`src/rtl/rtdd_pkg.sv`:
```
// ----------------------------------------------------------------------------
// rtdd_pkg
// Types, constants and pixel functions shared by the display pixel core.
// ----------------------------------------------------------------------------
package rtdd_pkg;

	// Sizing limits of the core.
	localparam int MAX_WIDTH = 1024;
	localparam int MAX_ZOOM  = 16;

	// Field widths.
	localparam int CH_W   = 8;
	localparam int COL_W  = 10;
	localparam int ROW_W  = 10;
	localparam int PIX_W  = 8;
	localparam int ZOOM_W = 5;
	localparam int WIN_W  = 11;
	localparam int CC_W   = 11;
	localparam int ZCNT_W = $clog2(MAX_ZOOM + 1);

	// One past the highest column reachable by the output field.
	localparam int COL_LIM = 2 ** COL_W;

	// Largest pixel value the colour cube can produce.
	localparam int PIX_MAX = 252;

	// Queue between front and back; depth must be a power of two.
	localparam int QDEPTH = 4;
	localparam int QPTR_W = $clog2(QDEPTH);

	// Configuration port.
	localparam int APB_AW = 5;
	localparam int APB_DW = 32;

	// Colour cube levels per channel.
	localparam int CubeR = 6;
	localparam int CubeG = 7;
	localparam int CubeB = 6;
	localparam int CubeRStride = CubeG * CubeB;
	localparam int CubeGStride = CubeB;

	// Register indexes on the configuration port.
	typedef enum logic [2:0] {
		REG_MONO   = 3'd0,
		REG_XZOOM  = 3'd1,
		REG_YZOOM  = 3'd2,
		REG_WIDTH  = 3'd3,
		REG_HEIGHT = 3'd4
	} reg_idx_t;

	// Configuration register set.
	typedef struct packed {
		logic              mono_mode;
		logic [ZOOM_W-1:0] x_zoom;
		logic [ZOOM_W-1:0] y_zoom;
		logic [WIN_W-1:0]  window_width;
		logic [WIN_W-1:0]  window_height;
	} cfg_t;

	// One run of output pixels, as queued from front to back.
	typedef struct packed {
		logic [CH_W-1:0]   red;
		logic [CH_W-1:0]   green;
		logic [CH_W-1:0]   blue;
		logic [COL_W-1:0]  col_start;
		logic [ROW_W-1:0]  row;
		logic [ZCNT_W-1:0] count;
	} qent_t;

	// 8x8 ordered dither thresholds, indexed by column then row.
	localparam logic [7:0] THRESH [8][8] = '{
		'{8'd6,   8'd51,  8'd14,  8'd78,  8'd8,   8'd57,  8'd16,  8'd86},
		'{8'd118, 8'd22,  8'd178, 8'd34,  8'd130, 8'd25,  8'd197, 8'd37},
		'{8'd18,  8'd96,  8'd10,  8'd63,  8'd20,  8'd106, 8'd12,  8'd70},
		'{8'd219, 8'd42,  8'd145, 8'd27,  8'd243, 8'd46,  8'd160, 8'd30},
		'{8'd9,   8'd60,  8'd17,  8'd91,  8'd7,   8'd54,  8'd15,  8'd82},
		'{8'd137, 8'd26,  8'd208, 8'd40,  8'd124, 8'd23,  8'd187, 8'd36},
		'{8'd21,  8'd112, 8'd13,  8'd74,  8'd19,  8'd101, 8'd11,  8'd66},
		'{8'd254, 8'd49,  8'd169, 8'd32,  8'd230, 8'd44,  8'd152, 8'd29}
	};

	// A pixel is black when the channel sum is below three times the threshold.
	function automatic logic dither_black(input logic [CH_W-1:0] r,
		input logic [CH_W-1:0] g, input logic [CH_W-1:0] b,
		input logic [2:0] col3, input logic [2:0] row3);
		logic [9:0] sum;
		logic [9:0] thr3;
		sum  = 10'(r) + 10'(g) + 10'(b);
		thr3 = 10'(THRESH[col3][row3]) * 10'd3;
		return sum < thr3;
	endfunction

	// Colour cube index plus one, 1..252.
	function automatic logic [PIX_W-1:0] cube_index(input logic [CH_W-1:0] r,
		input logic [CH_W-1:0] g, input logic [CH_W-1:0] b);
		logic [10:0] rs;
		logic [10:0] gs;
		logic [10:0] bs;
		logic [2:0]  rl;
		logic [2:0]  gl;
		logic [2:0]  bl;
		rs = 11'(r) * 11'(CubeR);
		gs = 11'(g) * 11'(CubeG);
		bs = 11'(b) * 11'(CubeB);
		rl = 3'(rs >> 8);
		gl = 3'(gs >> 8);
		bl = 3'(bs >> 8);
		return PIX_W'(PIX_W'(rl) * PIX_W'(CubeRStride) + PIX_W'(gl) * PIX_W'(CubeGStride)
			+ PIX_W'(bl) + PIX_W'(1));
	endfunction

endpackage

```
`src/rtl/rtdd_ifs.sv`:
```
// ----------------------------------------------------------------------------
// rtdd_rgb_if / rtdd_disp_if
// Valid/ready channels for RGB input items and display result items.
// ----------------------------------------------------------------------------

// RGB pixel channel.
interface rtdd_rgb_if;
	import rtdd_pkg::*;
	logic              valid;
	logic              ready;
	logic [CH_W-1:0]   red;
	logic [CH_W-1:0]   green;
	logic [CH_W-1:0]   blue;
	logic              first;
	logic [COL_W-1:0]  start_column;
	logic [ROW_W-1:0]  start_row;
	logic              single_pixel;

	modport source(output valid, red, green, blue, first, start_column, start_row,
		single_pixel, input ready);
	modport sink(input valid, red, green, blue, first, start_column, start_row,
		single_pixel, output ready);
endinterface

// Display pixel channel.
interface rtdd_disp_if;
	import rtdd_pkg::*;
	logic             valid;
	logic             ready;
	logic [COL_W-1:0] out_column;
	logic [ROW_W-1:0] out_row;
	logic [PIX_W-1:0] pixel_value;
	logic             last;

	modport source(output valid, out_column, out_row, pixel_value, last, input ready);
	modport sink(input valid, out_column, out_row, pixel_value, last, output ready);
endinterface

```
`src/rtl/rtdd_regs.sv`:
```
// ----------------------------------------------------------------------------
// rtdd_regs
// APB-style configuration registers with read-back.
// ----------------------------------------------------------------------------
module rtdd_regs
	import rtdd_pkg::*;
(
	input  logic              clk,
	input  logic              arst_n,
	input  logic              psel,
	input  logic              penable,
	input  logic              pwrite,
	input  logic              pready,
	input  logic [APB_AW-1:0] paddr,
	input  logic [APB_DW-1:0] pwdata,
	output logic [APB_DW-1:0] prdata,
	output cfg_t              cfg
);

	cfg_t       cfg_q;
	logic       wr_en;
	logic [2:0] idx;

	assign wr_en = psel && penable && pwrite && pready;
	assign idx   = paddr[4:2];
	assign cfg   = cfg_q;

	// Register writes, one register per word.
	always_ff @(posedge clk or negedge arst_n) begin
		if (!arst_n) begin
			cfg_q.mono_mode     <= 1'b0;
			cfg_q.x_zoom        <= ZOOM_W'(1);
			cfg_q.y_zoom        <= ZOOM_W'(1);
			cfg_q.window_width  <= WIN_W'(512);
			cfg_q.window_height <= WIN_W'(512);
		end else if (wr_en) begin
			unique case (idx)
				REG_MONO:   cfg_q.mono_mode     <= pwdata[0];
				REG_XZOOM:  cfg_q.x_zoom        <= pwdata[ZOOM_W-1:0];
				REG_YZOOM:  cfg_q.y_zoom        <= pwdata[ZOOM_W-1:0];
				REG_WIDTH:  cfg_q.window_width  <= pwdata[WIN_W-1:0];
				REG_HEIGHT: cfg_q.window_height <= pwdata[WIN_W-1:0];
				default: ;
			endcase
		end
	end

	// Read-back multiplexer.
	always_comb begin
		unique case (idx)
			REG_MONO:   prdata = APB_DW'(cfg_q.mono_mode);
			REG_XZOOM:  prdata = APB_DW'(cfg_q.x_zoom);
			REG_YZOOM:  prdata = APB_DW'(cfg_q.y_zoom);
			REG_WIDTH:  prdata = APB_DW'(cfg_q.window_width);
			REG_HEIGHT: prdata = APB_DW'(cfg_q.window_height);
			default:    prdata = '0;
		endcase
	end

endmodule

```
`src/rtl/rtdd_front.sv`:
```
// ----------------------------------------------------------------------------
// rtdd_front
// Accepts RGB items, tracks column and row, and queues runs of output pixels.
// ----------------------------------------------------------------------------
module rtdd_front
	import rtdd_pkg::*;
(
	input  logic    clk,
	input  logic    arst_n,
	input  cfg_t    cfg,
	rtdd_rgb_if.sink rgb,
	input  logic    q_full,
	output logic    q_push,
	output qent_t   q_data
);

	localparam int DW = ROW_W + 2;

	logic [CC_W-1:0]   cc_q;
	logic [ROW_W-1:0]  row_q;
	logic              rv_q;

	logic              acc;
	logic [CC_W-1:0]   cc_f;
	logic [ROW_W-1:0]  row_f;
	logic              rv_f;
	logic [DW-1:0]     diff;
	logic [WIN_W-1:0]  w_cap;
	logic [WIN_W-1:0]  lim;
	logic [ZCNT_W-1:0] zx;
	logic [ZCNT_W-1:0] zy;
	logic [CC_W:0]     col_end;
	logic [CC_W:0]     end_clip;
	logic [ZCNT_W-1:0] n_out;
	logic              wrap;

	assign rgb.ready = !q_full;
	assign acc       = rgb.valid && !q_full;

	// Apply a first pixel: load column and flipped row.
	always_comb begin
		diff = DW'(cfg.window_height) - DW'(1) - DW'(rgb.start_row);
		if (rgb.first) begin
			cc_f  = CC_W'(rgb.start_column);
			rv_f  = (WIN_W'(rgb.start_row) < cfg.window_height) && !diff[ROW_W];
			row_f = diff[ROW_W-1:0];
		end else begin
			cc_f  = cc_q;
			rv_f  = rv_q;
			row_f = row_q;
		end
	end

	// Effective limits and zoom factors.
	always_comb begin
		if (32'(cfg.window_width) > MAX_WIDTH) begin
			w_cap = WIN_W'(MAX_WIDTH);
		end else begin
			w_cap = cfg.window_width;
		end
		if (32'(w_cap) > COL_LIM) begin
			lim = WIN_W'(COL_LIM);
		end else begin
			lim = w_cap;
		end
		if (cfg.x_zoom == '0) begin
			zx = ZCNT_W'(1);
		end else if (32'(cfg.x_zoom) > MAX_ZOOM) begin
			zx = ZCNT_W'(MAX_ZOOM);
		end else begin
			zx = ZCNT_W'(cfg.x_zoom);
		end
		if (cfg.y_zoom == '0) begin
			zy = ZCNT_W'(1);
		end else if (32'(cfg.y_zoom) > MAX_ZOOM) begin
			zy = ZCNT_W'(MAX_ZOOM);
		end else begin
			zy = ZCNT_W'(cfg.y_zoom);
		end
	end

	// Run of visible copies and the wrap test after all copies.
	always_comb begin
		col_end = (CC_W+1)'(cc_f) + (CC_W+1)'(zx);
		if (col_end > (CC_W+1)'(lim)) begin
			end_clip = (CC_W+1)'(lim);
		end else begin
			end_clip = col_end;
		end
		if (end_clip > (CC_W+1)'(cc_f)) begin
			n_out = ZCNT_W'(end_clip - (CC_W+1)'(cc_f));
		end else begin
			n_out = '0;
		end
		wrap = col_end >= (CC_W+1)'(w_cap);
	end

	// Queue entry for this item.
	always_comb begin
		q_data.red       = rgb.red;
		q_data.green     = rgb.green;
		q_data.blue      = rgb.blue;
		q_data.col_start = cc_f[COL_W-1:0];
		q_data.row       = row_f;
		q_data.count     = rgb.single_pixel ? ZCNT_W'(1) : n_out;
		q_push           = acc && rv_f && (rgb.single_pixel || (n_out != '0));
	end

	// Column and row state update per accepted item.
	always_ff @(posedge clk or negedge arst_n) begin
		if (!arst_n) begin
			cc_q  <= '0;
			row_q <= '0;
			rv_q  <= 1'b0;
		end else if (acc) begin
			if (!rv_f || rgb.single_pixel) begin
				cc_q  <= cc_f;
				row_q <= row_f;
				rv_q  <= rv_f;
			end else if (wrap) begin
				cc_q <= '0;
				if (row_f < ROW_W'(zy)) begin
					rv_q  <= 1'b0;
					row_q <= '0;
				end else begin
					rv_q  <= 1'b1;
					row_q <= row_f - ROW_W'(zy);
				end
			end else begin
				cc_q  <= col_end[CC_W-1:0];
				row_q <= row_f;
				rv_q  <= 1'b1;
			end
		end
	end

endmodule

```
`src/rtl/rtdd_queue.sv`:
```
// ----------------------------------------------------------------------------
// rtdd_queue
// Short register queue of pixel runs between the front and the back.
// ----------------------------------------------------------------------------
module rtdd_queue
	import rtdd_pkg::*;
(
	input  logic  clk,
	input  logic  arst_n,
	input  logic  push,
	input  qent_t push_data,
	input  logic  pop,
	output qent_t head,
	output logic  full,
	output logic  empty
);

	qent_t             ent_q [QDEPTH];
	logic [QPTR_W-1:0] wptr_q;
	logic [QPTR_W-1:0] rptr_q;
	logic [QPTR_W:0]   cnt_q;

	assign full  = cnt_q == (QPTR_W+1)'(QDEPTH);
	assign empty = cnt_q == '0;
	assign head  = ent_q[rptr_q];

	// Entry storage.
	always_ff @(posedge clk) begin
		if (push) begin
			ent_q[wptr_q] <= push_data;
		end
	end

	// Pointers and fill count.
	always_ff @(posedge clk or negedge arst_n) begin
		if (!arst_n) begin
			wptr_q <= '0;
			rptr_q <= '0;
			cnt_q  <= '0;
		end else begin
			if (push) begin
				wptr_q <= wptr_q + QPTR_W'(1);
			end
			if (pop) begin
				rptr_q <= rptr_q + QPTR_W'(1);
			end
			if (push && !pop) begin
				cnt_q <= cnt_q + (QPTR_W+1)'(1);
			end else if (pop && !push) begin
				cnt_q <= cnt_q - (QPTR_W+1)'(1);
			end
		end
	end

endmodule

```
`src/rtl/rtdd_back.sv`:
```
// ----------------------------------------------------------------------------
// rtdd_back
// Expands queued runs into display pixels, one per cycle while disp is ready.
// ----------------------------------------------------------------------------
module rtdd_back
	import rtdd_pkg::*;
(
	input  logic         clk,
	input  logic         arst_n,
	input  cfg_t         cfg,
	input  qent_t        head,
	input  logic         empty,
	output logic         pop,
	rtdd_disp_if.source  disp
);

	logic [ZCNT_W-1:0] idx_q;
	logic              valid_q;
	logic [COL_W-1:0]  col_q;
	logic [ROW_W-1:0]  row_q;
	logic [PIX_W-1:0]  pix_q;
	logic              last_q;

	logic              load;
	logic [COL_W-1:0]  cur_col;
	logic              is_last;
	logic [PIX_W-1:0]  pix;

	assign disp.valid       = valid_q;
	assign disp.out_column  = col_q;
	assign disp.out_row     = row_q;
	assign disp.pixel_value = pix_q;
	assign disp.last        = last_q;

	// Current copy of the head run and its pixel value.
	always_comb begin
		cur_col = head.col_start + COL_W'(idx_q);
		is_last = idx_q == (head.count - ZCNT_W'(1));
		if (cfg.mono_mode) begin
			pix = PIX_W'(dither_black(head.red, head.green, head.blue, cur_col[2:0],
				head.row[2:0]));
		end else begin
			pix = cube_index(head.red, head.green, head.blue);
		end
		load = !empty && (!valid_q || disp.ready);
		pop  = load && is_last;
	end

	// Copy counter within the head run.
	always_ff @(posedge clk or negedge arst_n) begin
		if (!arst_n) begin
			idx_q <= '0;
		end else if (pop) begin
			idx_q <= '0;
		end else if (load) begin
			idx_q <= idx_q + ZCNT_W'(1);
		end
	end

	// Output register valid.
	always_ff @(posedge clk or negedge arst_n) begin
		if (!arst_n) begin
			valid_q <= 1'b0;
		end else if (load) begin
			valid_q <= 1'b1;
		end else if (disp.ready) begin
			valid_q <= 1'b0;
		end
	end

	// Output register payload.
	always_ff @(posedge clk) begin
		if (load) begin
			col_q  <= cur_col;
			row_q  <= head.row;
			pix_q  <= pix;
			last_q <= is_last;
		end
	end

endmodule

```
`src/rtl/rgb_to_display_index_dither_core.sv`:
```
// ----------------------------------------------------------------------------
// rgb_to_display_index_dither_core
// RGB scanline pixels to dithered mono or colour cube display pixels.
//
//   Channel   Direction  Contents
//   rgb       in         red, green, blue, first, start_column, start_row,
//                        single_pixel
//   disp      out        out_column, out_row, pixel_value, last
//   apb       in/out     five configuration registers at 4-byte strides
//
// An item is taken every cycle while the four-entry run queue has room.
// Each item yields zero to MAX_ZOOM results; the back end sends one result
// per cycle while disp is ready.
// Accepted items are registered in the run queue, then in the output register.
// Reset clears column, row and queue state and loads the register defaults.
// A stall on disp holds the output register and fills the queue before rgb.
// ----------------------------------------------------------------------------
module rgb_to_display_index_dither_core
	import rtdd_pkg::*;
(
	input  logic              clk,
	input  logic              arst_n,
	input  logic              psel,
	input  logic              penable,
	input  logic              pwrite,
	input  logic [APB_AW-1:0] paddr,
	input  logic [APB_DW-1:0] pwdata,
	output logic [APB_DW-1:0] prdata,
	output logic              pready,
	rtdd_rgb_if.sink          rgb,
	rtdd_disp_if.source       disp
);

	cfg_t  cfg;
	logic  q_push;
	qent_t q_data;
	logic  q_pop;
	qent_t q_head;
	logic  q_full;
	logic  q_empty;

	assign pready = 1'b1;

	// Configuration registers.
	rtdd_regs u_regs (
		.clk     (clk),
		.arst_n  (arst_n),
		.psel    (psel),
		.penable (penable),
		.pwrite  (pwrite),
		.pready  (pready),
		.paddr   (paddr),
		.pwdata  (pwdata),
		.prdata  (prdata),
		.cfg     (cfg)
	);

	// Front: position tracking and run classification.
	rtdd_front u_front (
		.clk    (clk),
		.arst_n (arst_n),
		.cfg    (cfg),
		.rgb    (rgb),
		.q_full (q_full),
		.q_push (q_push),
		.q_data (q_data)
	);

	// Run queue.
	rtdd_queue u_queue (
		.clk       (clk),
		.arst_n    (arst_n),
		.push      (q_push),
		.push_data (q_data),
		.pop       (q_pop),
		.head      (q_head),
		.full      (q_full),
		.empty     (q_empty)
	);

	// Back: run expansion and pixel values.
	rtdd_back u_back (
		.clk    (clk),
		.arst_n (arst_n),
		.cfg    (cfg),
		.head   (q_head),
		.empty  (q_empty),
		.pop    (q_pop),
		.disp   (disp)
	);

endmodule

```
`src/flat_wrapper.sv`:
```
// flat-port wrapper written by rule: the top's interface ports become plain ports
module rgb_to_display_index_dither_core_flat import rtdd_pkg::*;
  (clk, arst_n, psel, penable, pwrite, paddr, pwdata, prdata, pready, rgb_valid, rgb_red, rgb_green, rgb_blue, rgb_first, rgb_start_column, rgb_start_row, rgb_single_pixel, rgb_ready, disp_valid, disp_out_column, disp_out_row, disp_pixel_value, disp_last, disp_ready);
  rtdd_rgb_if rgb_i ();
  rtdd_disp_if disp_i ();
  input  logic clk;
  input  logic arst_n;
  input  logic psel;
  input  logic penable;
  input  logic pwrite;
  input  logic [APB_AW-1:0] paddr;
  input  logic [APB_DW-1:0] pwdata;
  output logic [APB_DW-1:0] prdata;
  output logic pready;
  input wire logic [$bits(rgb_i.valid)-1:0] rgb_valid;
  input wire logic [$bits(rgb_i.red)-1:0] rgb_red;
  input wire logic [$bits(rgb_i.green)-1:0] rgb_green;
  input wire logic [$bits(rgb_i.blue)-1:0] rgb_blue;
  input wire logic [$bits(rgb_i.first)-1:0] rgb_first;
  input wire logic [$bits(rgb_i.start_column)-1:0] rgb_start_column;
  input wire logic [$bits(rgb_i.start_row)-1:0] rgb_start_row;
  input wire logic [$bits(rgb_i.single_pixel)-1:0] rgb_single_pixel;
  output wire logic [$bits(rgb_i.ready)-1:0] rgb_ready;
  output wire logic [$bits(disp_i.valid)-1:0] disp_valid;
  output wire logic [$bits(disp_i.out_column)-1:0] disp_out_column;
  output wire logic [$bits(disp_i.out_row)-1:0] disp_out_row;
  output wire logic [$bits(disp_i.pixel_value)-1:0] disp_pixel_value;
  output wire logic [$bits(disp_i.last)-1:0] disp_last;
  input wire logic [$bits(disp_i.ready)-1:0] disp_ready;
  assign rgb_i.valid = rgb_valid;
  assign rgb_i.red = rgb_red;
  assign rgb_i.green = rgb_green;
  assign rgb_i.blue = rgb_blue;
  assign rgb_i.first = rgb_first;
  assign rgb_i.start_column = rgb_start_column;
  assign rgb_i.start_row = rgb_start_row;
  assign rgb_i.single_pixel = rgb_single_pixel;
  assign rgb_ready = rgb_i.ready;
  assign disp_valid = disp_i.valid;
  assign disp_out_column = disp_i.out_column;
  assign disp_out_row = disp_i.out_row;
  assign disp_pixel_value = disp_i.pixel_value;
  assign disp_last = disp_i.last;
  assign disp_i.ready = disp_ready;
  rgb_to_display_index_dither_core u_core (.clk(clk), .arst_n(arst_n), .psel(psel), .penable(penable), .pwrite(pwrite), .paddr(paddr), .pwdata(pwdata), .prdata(prdata), .pready(pready), .rgb(rgb_i), .disp(disp_i));
endmodule
```
`config.mk`:
```
export PLATFORM = sky130hd
export DESIGN_NAME = rgb_to_display_index_dither_core_flat
export DESIGN_NICKNAME = d
export VERILOG_FILES = /design/src/rtl/rtdd_pkg.sv /design/src/rtl/rtdd_ifs.sv /design/src/rtl/rtdd_regs.sv /design/src/rtl/rtdd_front.sv /design/src/rtl/rtdd_queue.sv /design/src/rtl/rtdd_back.sv /design/src/rtl/rgb_to_display_index_dither_core.sv /design/src/flat_wrapper.sv
export SDC_FILE = /design/constraint.sdc
export NUM_CORES = 1
export LEC_CHECK = 0
export BUFFER_PORTS_ARGS = -buffer_cell sky130_fd_sc_hd__buf_2
export CAP_MARGIN = 15
export CORE_UTILIZATION = 55
export CTS_CLUSTER_DIAMETER = 150
export DETAILED_ROUTE_END_ITERATION = 8
export PLACE_DENSITY = 0.75
export RECOVER_POWER = 100
export SLEW_MARGIN = 20
export SYNTH_ARGS = -nofsm -noshare
export SYNTH_HDL_FRONTEND = slang
export SYNTH_SLANG_ARGS = --single-unit
```
`constraint.sdc`:
```
create_clock -name clk -period 10.98 [get_ports clk]
set_input_delay 2.196 -clock clk [delete_from_list [all_inputs] [get_ports clk]]
set_output_delay 2.196 -clock clk [all_outputs]
set_load 0.02 [all_outputs]
```
# Yosys cells after proc, flatten, opt, wreduce, memory -nomap -nowiden
# Memory sizes are Yosys's and may differ from the RTL's.
# Index checks and enable logic that the tools add are counted.
word_totals:
  ff_bits: 97
  ramBits: 196
  rom_bits: 512
  output_inout_bits: 64
  memories: 2
memory_table:
  columns: ["name", "depth", "width", "rd", "rd_clocked_by_memory_dff", "write_ports", "line", "source"]
  rows:
  - ["(no name shown)", 8, 64, 1, 0, 0, "rtdd_pkg.sv:89", "thr3 = 10'(THRESH[col3][row3]) * 10'd3;"]
  - ["u_core.u_queue.ent_q", 4, 49, 1, 0, 1, "rtdd_queue.sv:18", "qent_t ent_q [QDEPTH];"]
op_classes:
  n_addsub: 17
  multipliers: 6
  magnitude_cmp: 12
  eq_ne: 6
  muxes: 35
  bitwise: 2
  n_reduce_logical: 33
ops:
  columns: ["operator", "count"]
  rows:
  - ["$mux W64", 2]
  - ["$mux W11", 5]
  - ["$pmux W11 S5", 1]
  - ["$mux W10", 4]
  - ["$mux W5", 8]
  - ["$mul A8 B2 Y10 const B", 3]
  - ["$bmux W8 S3", 1]
  - ["$gt A12 B11 Y1", 2]
  - ["$gt A11 B11 Y1 const B", 2]
  - ["$mux W8", 2]
  - ["$add A11 B5 Y12", 1]
  - ["$ge A12 B11 Y1", 1]
  - ["$mux W12", 1]
  - ["$lt A10 B11 Y1", 1]
  - ["$mul A8 B3 Y11 const B", 1]
  - ["$sub A11 B1 Y11 const B", 1]
  - ["$sub A11 B10 Y11", 1]
  - ["$add A10 B5 Y10", 1]
  - ["$add A9 B8 Y10", 1]
  - ["$gt A5 B5 Y1 const B", 2]
  - ["$logic_and A1 B1 Y1", 10]
  - ["$logic_not A5 Y1", 2]
  - ["$lt A10 B10 Y1", 1]
  - ["$lt A10 B5 Y1", 1]
  - ["other kinds (27)", 56]

# Logic depth before layout (Yosys ltp)
# Gate-level depths: netlist of the first run.
logic_depth:
  ltp_word: 15
  mapped_depth: 36

# Hierarchy
# From an unflattened synthesis of the first run, not the netlist that was laid out.
hier_totals:
  hier_cells: 1403
  area_unflattened_um2: 17668.2
modules_own_cells:
  columns: ["module", "n_inst", "cells_per_inst", "area_per_inst_um2", "seq_area_each_um2"]
  rows:
  - ["rtdd_queue", 1, 291, 7523.5, 6060.8]
  - ["rtdd_back", 1, 473, 4451.8, 1021.0]
  - ["rtdd_front", 1, 504, 3978.8, 550.5]
  - ["rtdd_regs", 1, 133, 1702.9, 830.8]
  - ["rgb_to_display_index_dither_core", 1, 2, 11.3, 0.0]

# Worst setup path before layout of the first run
# Ideal clock, no wire load.
synth_path:
  kind: "in2reg"
  from: "input rgb_first"
  to: "memory u_core.u_queue.ent_q[0][0] (netlist name), enable pin"
  setup_time_ns: 0.412
  arrival_time_ns: 9.472
  slack_ns: 1.097
  cell_stages: 31
  n_path_buf: 6
  cell_sequence: "buf_2 buf_2 clkbuf_1 clkbuf_1 mux2i_1 inv_1 ha_1 clkbuf_1 nand2_1 o21ai_0 nor2_1 nor2_1 nand3_1 xnor2_1 ha_1 and4_1 nand4_1 nor2_1 a211oi_1 o21bai_1 buf_1 mux2i_1 ha_1 fa_1 nor2b_1 o21a_1 o21ai_0 a21oi_1 o41ai_1 a2111oi_4 and2_1"
synth_lines:
  columns: ["element", "line", "source"]
  rows:
  - ["from (decl)", "flat_wrapper.sv:19", "input wire logic [$bits(rgb_i.first)-1:0] rgb_first;"]
  - ["to (decl)", "rtdd_queue.sv:18", null]

==> flow_metrics.tcl, run 1 <==
set metrics [dict create \
    status "finished, violations left" \
    violations "max-capacitance violations, max-slew violations" \
    yosysUniqueCellTypes 77 \
    synth_top_cell_area_share_pct 39.2 \
    synth_seq_cells 293 \
    rrSetupSlack_ns 2.09 \
    syn_avg_cell_area_sq_um 12.2 \
    start_util_pct 56.2 \
    finalSetupTns_ns 0 \
    tightestPinTransition_ns 3.92 \
    synth_top_family_by_area "adder cells" \
    netlist_area_sq_um 17200 \
    max_freq_mhz 105 \
    worstHoldPathType "reg2reg" \
    setup_viol 0 \
    finalWeightedCongestion 0.866 \
    grt_util_met1_pct 31.8 \
    clock_sinks 293 \
    die_w_um 179 \
    die_h_um 179 \
    final-seq-area_sq_um 8460 \
    vias 11245 \
    postSynthCellCount 1409 \
    worstPathArrival_ns 9.73 \
    use_met2_pct 42.1 \
    cts_made_buffers 31 \
    start_kind "primary input" \
    vias_per_cell 5.83 \
    postCtsHoldBufs 0 \
    clock_latency_ns 0.56 \
    synthTopCellsByArea "edfxtp_1, ha_1, dfrtp_1" \
    synth-compound-area-share_pct 10.8 \
    critPathRequiredTime_ns 11.16 \
    slew_violations 136 \
    yosysTopAreaCell "edfxtp_1" \
    busiest_layer "met2" \
    routed_wl_mm 37.1 \
    antenna_found_initial 1 \
    grt_max_degree 69 \
    die-area_sq_um 32000 \
    antenna_left 0 \
    grt_pass1_wl_mm 58.8 \
    crit_type "in2reg" \
    drc 0 \
    cts-root-buf "clkbuf_16" \
    synth.area.mux_share_pct 10.4 \
    nFillCells 2381 \
    cts_resized 0 \
    min_period_ns 9.55 \
    path_clk_slew_ns 0.06 \
    fin_skew_ns 0.0177 \
    first_pass_iters 5 \
    drive_gt1_share_pct 12.4 \
    hold_viol 0 \
    place_hpwl_mm 26.7 \
    antenna_cells 0 \
    synth-simple-area-share_pct 8.24 \
    synth_fa_ha_area_share_pct 13.6 \
    grt_overflow_total 0 \
    num_rows 64 \
    synth-xor-area-share_pct 3.15 \
    grt_pass1_vias 11047 \
    rsz0062_at_grt "false" \
    post_cts_buffers 0 \
    clk_path_buf_depth 3 \
    pin_count 154 \
    synthMostInstantiatedCell "edfxtp_1" \
    synth_commonest_cells "edfxtp_1, ha_1, inv_1" \
    synthFlopType "edfxtp_1" \
    async_flop_share_pct 23.2 \
    yosys_warnings 0 \
    syn_to_final_growth_pct 9.84 \
    synth_enable_flop_cells 225 \
    slew_headroom_pct -162 \
    finalNetCount 1771 \
    core_sq_um 30700 \
    ys_seq_area_share_pct 49.1 \
    worst_setup_path_end_kind "flip-flop" \
    htree_num_levels 1 \
    drv_cap 3 \
    path_max_fanout 44 \
    cts_tree "yes" \
    multi_input_area_sq_um 8010 \
    use_met3_pct 2.78 \
    post_drt_wl_per_cell_um 19.2 \
    grt_usage_pct 23.8 \
    min_period_over_period_pct 87.0 \
    drt-initial-drc-count 893 \
    io_buffers 108 \
]
==> final cells by class <==
cell class              count  share of cell area, %
flip-flops and latches    293                   44.7
clock buffers              41                   4.35
multi-input cells         945                   42.4
repair buffers            121                   2.84
well taps                 396                   2.62
inverters                 118                   2.34
clock inverters            16                  0.754
==> path summary, 6_finish.rpt <==
path,from,endpoint,depth (start not counted)
max,rgb_first,u_core.u_queue.ent_q[1][32],28
min,u_core.u_front.cc_q[8],u_core.u_front.cc_q[8],2
max reg2reg,u_core.u_queue.rptr_q[0],u_core.u_back.disp.pixel_value[0],25
min reg2reg,u_core.u_front.cc_q[8],u_core.u_front.cc_q[8],2
max in group asynchronous,arst_n,u_core.u_queue.rptr_q[1],1
min in group asynchronous,arst_n,u_core.u_front.cc_q[8],1
==> through the flow <==
step / hold slack (ns) / area, sq um / worst slack, ns / util, % / std cells
floorplan: 0.442 / 17300 / 1.10 / - / 1429
global placement: 0.459 / 18100 / 1.42 / 58.9 / 1873
detailed placement: 0.465 / 18100 / 1.36 / 58.9 / 1873
CTS: 0.478 / 19000 / 1.92 / 62.1 / 1930
global route: 0.509 / 18900 / 0.642 / 61.7 / 1930
finish: 0.479 / 18900 / 1.43 / 61.7 / 1930
==> cell families (layout without fill, tap and decap cells) <==
| kind of cell | after synthesis | after routing |
|---|---|---|
| flip-flops | 293 | 293 |
| AND/OR/NAND/NOR | 295 | 295 |
| AO/OA/AOI/OAI | 286 | 286 |
| XOR/XNOR | 62 | 62 |
| buffers and inverters | 191 | 296 |
| adder cells (fa/ha/maj) | 171 | 171 |
| other | 2 | 22 |
| multiplexers | 109 | 109 |
==> state kept, by name (all words and copies together) (netlist names), 3 cells and up <==
register,count
u_core.u_back.disp.out_column,10
u_core.u_queue.cnt_q,3
u_core.u_back.idx_q,5
u_core.u_queue.ent_q,196
u_core.u_back.disp.pixel_value,8
u_core.u_back.disp.out_row,10
u_core.u_regs.cfg,33
u_core.u_front.cc_q,11
u_core.u_front.row_q,10
==> metal layers <==
metal	vias up	part of all wire (%)
met4	2	1.4
met3	42	4.3
met2	268	50
met1	5581	44
met5	-	0.022
li1	5352	-
==> worst max-delay path, stage by stage <==
cell,delay (ns)
buf_2,0.60
mux2_1,0.49
ha_1,0.27
fa_1,0.41
a21oi_1,0.20
o21ai_0,0.14
nor2_1,0.15
nor2_1,0.12
nand3_1,0.13
xnor2_1,0.16
ha_1,0.36
and4_1,0.18
nand4_1,0.12
nor2_1,0.13
a211oi_1,0.06
o21bai_1,0.13
clkbuf_1,0.60
mux2i_1,0.18
ha_1,0.24
fa_1,0.41
nor2b_1,0.13
o21a_1,0.13
o21ai_0,0.08
a21oi_1,0.15
o41ai_1,0.19
a2111oi_4,0.59
and2_0,0.46
buf_4,0.63
==> layout by cell type, fill, tap and decap left out, drive strengths merged, types with 11 or more instances in the layout <==
cell    count
o22ai      11
nor2b      23
nor2       62
conb       22
ha        144
inv       118
nand3      20
a21oi      67
nor3       20
fa         27
nand2     103
xor2       17
clkbuf    114
edfxtp    225
mux4       52
a31oi      20
a21o       24
xnor2      45
mux2i      21
o21bai     11
buf        48
dfrtp      64
mux2       36
nand2b     15
o21ai      77
Power of run 1 is not shown: default switching activity piles up to over one toggle a cycle in this logic, so the estimate is an artifact.
==> inputs of run 2 (changes only) <==
--- a/config.mk
+++ b/config.mk
@@ -10,7 +10,7 @@
 export CORE_UTILIZATION = 55
 export CTS_CLUSTER_DIAMETER = 150
 export DETAILED_ROUTE_END_ITERATION = 8
-export PLACE_DENSITY = 0.75
+export PLACE_DENSITY = 0.78
 export RECOVER_POWER = 100
 export SLEW_MARGIN = 20
 export SYNTH_ARGS = -nofsm -noshare
==> constraint.sdc (replaced) <==
create_clock -name clk -period 8.2 [get_ports clk]
set_input_delay 1.64 -clock clk [delete_from_list [all_inputs] [get_ports clk]]
set_output_delay 1.64 -clock clk [all_outputs]
set_load 0.02 [all_outputs]
==> run 2 against run 1 <==
Against the previous run:
- the flow still finishes with violations (max-capacitance violations, max-slew violations)
- final area increased by 1.4%
- utilization increased by 0.87 points
- via count increased by 3.2%
- routed wire length increased by 5.5%
- setup slack got worse by 0.98 ns
- first-iteration DRC count increased by 4.3%
- final cell count increased by 0.93%
- critical path type unchanged
- highest routed layer is now met4
==> flow_metrics.tcl, run 2 (synthesized netlist as in run 1, its figures left out) <==
set metrics [dict create \
    status "finished, violations left" \
    violations "max-capacitance violations, max-slew violations" \
    drive_gt1_share_pct 13.8 \
    grt_overflow_total 0 \
    drt-initial-drc-count 931 \
    first_pass_iters 5 \
    post_cts_buffers 0 \
    fin_skew_ns 0.0151 \
    worstHoldPathType "reg2reg" \
    critPathRequiredTime_ns 8.44 \
    die_h_um 179 \
    io_buffers 108 \
    die-area_sq_um 32000 \
    largest_reg_flops 196 \
    drc 0 \
    slew_violations 131 \
    place_hpwl_mm 28.0 \
    cts_resized 0 \
    num_rows 64 \
    grt_max_degree 69 \
    crit_type "in2reg" \
    finalSetupTns_ns 0 \
    vias_per_cell 5.96 \
    clock_latency_ns 0.57 \
    worstPathArrival_ns 7.99 \
    post_drt_wl_per_cell_um 20.1 \
    drv_cap 3 \
    routed_wl_mm 39.1 \
    antenna_found_initial 1 \
    grt_pass1_wl_mm 62.4 \
    rsz0062_at_grt "false" \
    worst-path-buf-inv 5 \
    core_sq_um 30700 \
    antenna_left 0 \
    clock_sinks 293 \
    min_period_over_period_pct 94.6 \
    vias 11601 \
    syn_to_final_growth_pct 11.4 \
    finalNetCount 1787 \
    start_util_pct 56.2 \
    layout_commonest_cell "edfxtp_1" \
    setup_viol 0 \
    crit_family "compound AO/OA/AOI/OAI gates" \
    worst_setup_path_end_kind "flip-flop" \
    max_freq_mhz 129 \
    cts-root-buf "clkbuf_16" \
    hold_viol 0 \
    dpl.cell_count 1889 \
    place_area_sq_um 18300 \
    layout_common_cells "edfxtp_1, ha_1, inv_1" \
    stdcell_area_sq_um 19200 \
    path_clk_slew_ns 0.06 \
    pin_count 154 \
    tightestPinTransition_ns 3.96 \
    min_period_ns 7.75 \
    start_kind "primary input" \
    grt_pass1_vias 11833 \
    instances_no_fill 1948 \
    critPathSlowestCell "ha_1" \
    cts_tree "yes" \
    clk_path_buf_depth 3 \
    path_max_fanout 17 \
    htree_num_levels 1 \
    cts_made_buffers 31 \
    grt_usage_pct 25.2 \
    die_w_um 179 \
    slew_headroom_pct -164 \
    finalWeightedCongestion 0.933 \
    slowest_delay_ns 0.46 \
    regMostFlops "u_core.u_queue.ent_q" \
    postCtsHoldBufs 0 \
]
==> run 2: changes by cell type in the layout (fill, tap and decap cells not counted), moves of 2 or more <==
cell,previous run,this run
bufinv_16,2,5
clkbuf_1,82,79
and2_4,0,4
buf_12,0,4
buf_4,9,13
and2_0,5,3
clkbuf_2,0,5
inv_6,1,3
and2_2,2,0
clkbuf_8,1,3
==> run 2: metrics by stage <==
step | hold WS, ns | util (%) | worst slack, ns
CTS | 0.482 | 63.0 | 0.633
finish | 0.477 | 62.6 | 0.447
global route | 0.513 | 62.6 | 0.105
global placement | 0.459 | 59.5 | 0.126
detailed placement | 0.469 | 59.5 | 0.0484
floorplan | 0.442 | - | 0.00684
==> run 2: final cells by class <==
class / count / area [sq um]
Fill cell: 2351 / 11500
Sequential cell: 293 / 8460
Multi-Input combinational cell: 945 / 8020
Clock buffer: 38 / 832
Timing Repair Buffer: 137 / 684
Tap cell: 396 / 495
Inverter: 118 / 443
Clock inverter: 20 / 243
Antenna cell: 1 / 2.50
==> run 2: path summary, 6_finish.rpt <==
check / slack (ns) / cells past startpoint / end / start
setup / recovery: 0.45 / 29 / u_core.u_queue.ent_q[0][20] / rgb_first
hold / removal: 0.48 / 2 / u_core.u_front.cc_q[0] / u_core.u_front.cc_q[0]
setup reg to reg: 0.66 / 26 / u_core.u_back.disp.pixel_value[0] / u_core.u_queue.rptr_q[0]
hold reg to reg: 0.48 / 2 / u_core.u_front.cc_q[0] / u_core.u_front.cc_q[0]
max in group asynchronous: 3.15 / 2 / u_core.u_queue.rptr_q[1] / arst_n
min in group asynchronous: 2.55 / 2 / u_core.u_front.cc_q[2] / arst_n
==> run 2: worst reg2reg max path, delay by kind of cell, from the launching register on <==
| kind | cells | cell delay (ns) |
|---|---|---|
| AO/OA/AOI/OAI | 10 | 1.54 |
| multiplexers | 2 | 0.95 |
| flip-flops | 1 | 1.50 |
| XOR/XNOR | 1 | 0.14 |
| AND/OR/NAND/NOR | 5 | 0.68 |
| adder cells (fa/ha/maj) | 6 | 2.26 |
| buffers and inverters | 2 | 0.34 |
==> run 2: per-layer routing <==
| metal | share of wire (%) | wire length, um | vias to the layer above | track usage, % |
|---|---|---|---|---|
| met2 | 50 | 19600 | 414 | 43.6 |
| met1 | 42 | 16300 | 5720 | 32.6 |
| met4 | 2.9 | 1130 | 0 | 8.90 |
| met5 | 0 | 0 | - | 0 |
| li1 | - | - | 5386 | - |
| met3 | 5.5 | 2140 | 81 | 3.22 |
Power of run 2 is left out for the same reason.
==> inputs of run 3 (changes only) <==
--- a/config.mk
+++ b/config.mk
@@ -7,10 +7,11 @@
 export LEC_CHECK = 0
 export BUFFER_PORTS_ARGS = -buffer_cell sky130_fd_sc_hd__buf_2
 export CAP_MARGIN = 15
-export CORE_UTILIZATION = 55
+export CORE_UTILIZATION = 25
 export CTS_CLUSTER_DIAMETER = 150
 export DETAILED_ROUTE_END_ITERATION = 8
-export PLACE_DENSITY = 0.78
+export GPL_TIMING_DRIVEN = 0
+export PLACE_DENSITY_LB_ADDON = 0.1
 export RECOVER_POWER = 100
 export SLEW_MARGIN = 20
 export SYNTH_ARGS = -nofsm -noshare
==> run 3 against run 2 <==
Against the previous run:
- the flow still finishes with violations (max-capacitance violations, max-slew violations)
- maximum frequency shrank 2.1%
- register-to-register slack lost 0.09 ns
- largest cell class unchanged
- routed wire length grew 26%
- die area grew 120%
- critical path depth grew 3
- sequential share of layout area shrank 2.8 points
- global-route usage shrank 11 points
- final cell count grew 28%
- flip-flop and latch count is the same
==> flow_metrics.tcl, run 3 (synthesized netlist as in run 1, its figures left out) <==
set metrics [dict create \
    hold_viol 0 \
    grt_overflow_total 0 \
    cts_made_buffers 38 \
    grt_max_degree 45 \
    place_hpwl_mm 35.5 \
    worstHoldPathType "reg2reg" \
    postCtsHoldBufs 0 \
    grt_pass1_vias 11877 \
    place_ws_ns -1.59 \
    drv_cap 3 \
    io_buffers 106 \
    crit_type "in2reg" \
    dpl.cell_count 2410 \
    num_rows 95 \
    antenna_cells 0 \
    drive_gt1_share_pct 16.5 \
    min_path_cells 2 \
    drt-initial-drc-count 484 \
    hold_path_end "u_core.u_front.cc_q[8]" \
    worst_r2r_path_depth 32 \
    vias_per_cell 4.61 \
    worstPathArrival_ns 8.35 \
    die_h_um 264 \
    setup_ws_ns 0.282 \
    timing.rr.end "u_core.u_back.disp.pixel_value[0]" \
    fin_skew_ns 0.0189 \
    clk_path_buf_depth 3 \
    syn_to_final_growth_pct 18.8 \
    tightestPinTransition_ns 2.64 \
    start_util_pct 25.5 \
    layout_common_cells "edfxtp_1, ha_1, inv_1" \
    routed_wl_mm 49.4 \
    path_max_fanout 10 \
    rrSetupSlack_ns 0.57 \
    min_period_ns 7.92 \
    use_met2_pct 24.1 \
    worst_setup_path_end_kind "flip-flop" \
    grt_pass1_wl_mm 75.2 \
    grt_usage_pct 14.3 \
    start_kind "primary input" \
    layout_commonest_cell "edfxtp_1" \
    antenna_found_initial 1 \
    min-delay-start "u_core.u_front.cc_q[8]" \
    busiest_layer "met2" \
    critPathSlowestCell "o41ai_4" \
    reg2reg_from "u_core.u_queue.rptr_q[1]" \
    slowest_delay_ns 0.57 \
    regMostFlops "u_core.u_queue.ent_q" \
    violations "max-capacitance violations, max-slew violations" \
    first_pass_iters 5 \
    antenna_left 0 \
    htree_num_levels 2 \
    setup_viol 0 \
    die-area_sq_um 69900 \
    post_drt_wl_per_cell_um 19.8 \
    slew_violations 97 \
    vias 11540 \
    instances_no_fill 2502 \
    grt_util_met1_pct 18.4 \
    drc 0 \
    finalSetupTns_ns 0 \
    critical_path.most_common_cell "ha_1" \
    core_sq_um 67600 \
    cts_tree "yes" \
    critPathRequiredTime_ns 8.63 \
    status "finished, violations left" \
    path_clk_slew_ns 0.06 \
    min_period_over_period_pct 96.6 \
    cts-root-buf "clkbuf_16" \
    die_w_um 264 \
    clock_sinks 293 \
    largest_reg_flops 196 \
    finalNetCount 1861 \
    pin_count 154 \
    finalWeightedCongestion 0.819 \
    clock_latency_ns 0.56 \
    use_met3_pct 2.21 \
    hold_slack_ns 0.473 \
    max_freq_mhz 126 \
    slew_headroom_pct -76.3 \
]
-- run 3: cell types whose count changed in the layout (fill, tap and decap cells not counted), sizes merged --
cell / delta
and2: +5
inv: -4
buf: +23
clkbuf: +51
bufinv: -1
clkinv: +4
diode: -1
-- run 3: how the worst max path moves through the flow --
stage | from | end | slack, ns
floorplan | rgb_first | u_core.u_queue.cnt_q[2] | 0.007
global placement | rgb_first | u_core.u_queue.cnt_q[1] | -1.91
detailed placement | rgb_first | u_core.u_queue.ent_q[0][39] | -1.59
CTS | rgb_first | u_core.u_queue.cnt_q[2] | 0.007
global route | rgb_first | u_core.u_queue.cnt_q[2] | -0.01
finish | rgb_first | u_core.u_queue.cnt_q[1] | 0.28
-- run 3: critical path, delay by kind of cell --
family / cells / cell delay (ns)
xor gates and xnor gates: 1 / 0.12
muxes: 3 / 0.87
and+or+nand+nor: 7 / 1.10
buffers and inverters: 6 / 0.80
adders and majority gates: 6 / 1.89
AOI/OAI and AO/OA: 9 / 1.89
-- run 3: per-stage QoR --
step | util (%) | instance area, sq um
final | 30.2 | 20500
after global routing | 30.2 | 20500
after CTS | 30.2 | 20400
after detailed placement | 28.1 | 19000
after global placement | 28.0 | 19000
after floorplan | - | 17300
-- run 3: metal layers --
metal	part of all wire (%)	routed length [um]	vias up
met5	0.022	11	-
met3	3.5	1740	79
met4	2.8	1370	2
li1	-	-	5566
met1	45	22400	5662
met2	48	23900	231
-- run 3: what timing repair did --
item                       4_1_cts  5_1_grt
cloned                           5        0
pin swaps                        7        9
gates resized for setup         25       34
setup buffers                    3       16
setup endpoints to repair      222      200
-- run 3: final cells by class --
class / instances / area [sq um]
plain buffers: 72 / 429
clock buffers: 50 / 1070
clock inverters: 19 / 195
fillers: 6897 / 47200
inverters: 118 / 448
multi-input cells: 950 / 8180
flip-flops and latches: 293 / 8460
well taps: 873 / 1090
repair buffers: 127 / 581
Power of run 3 is left out for the same reason.
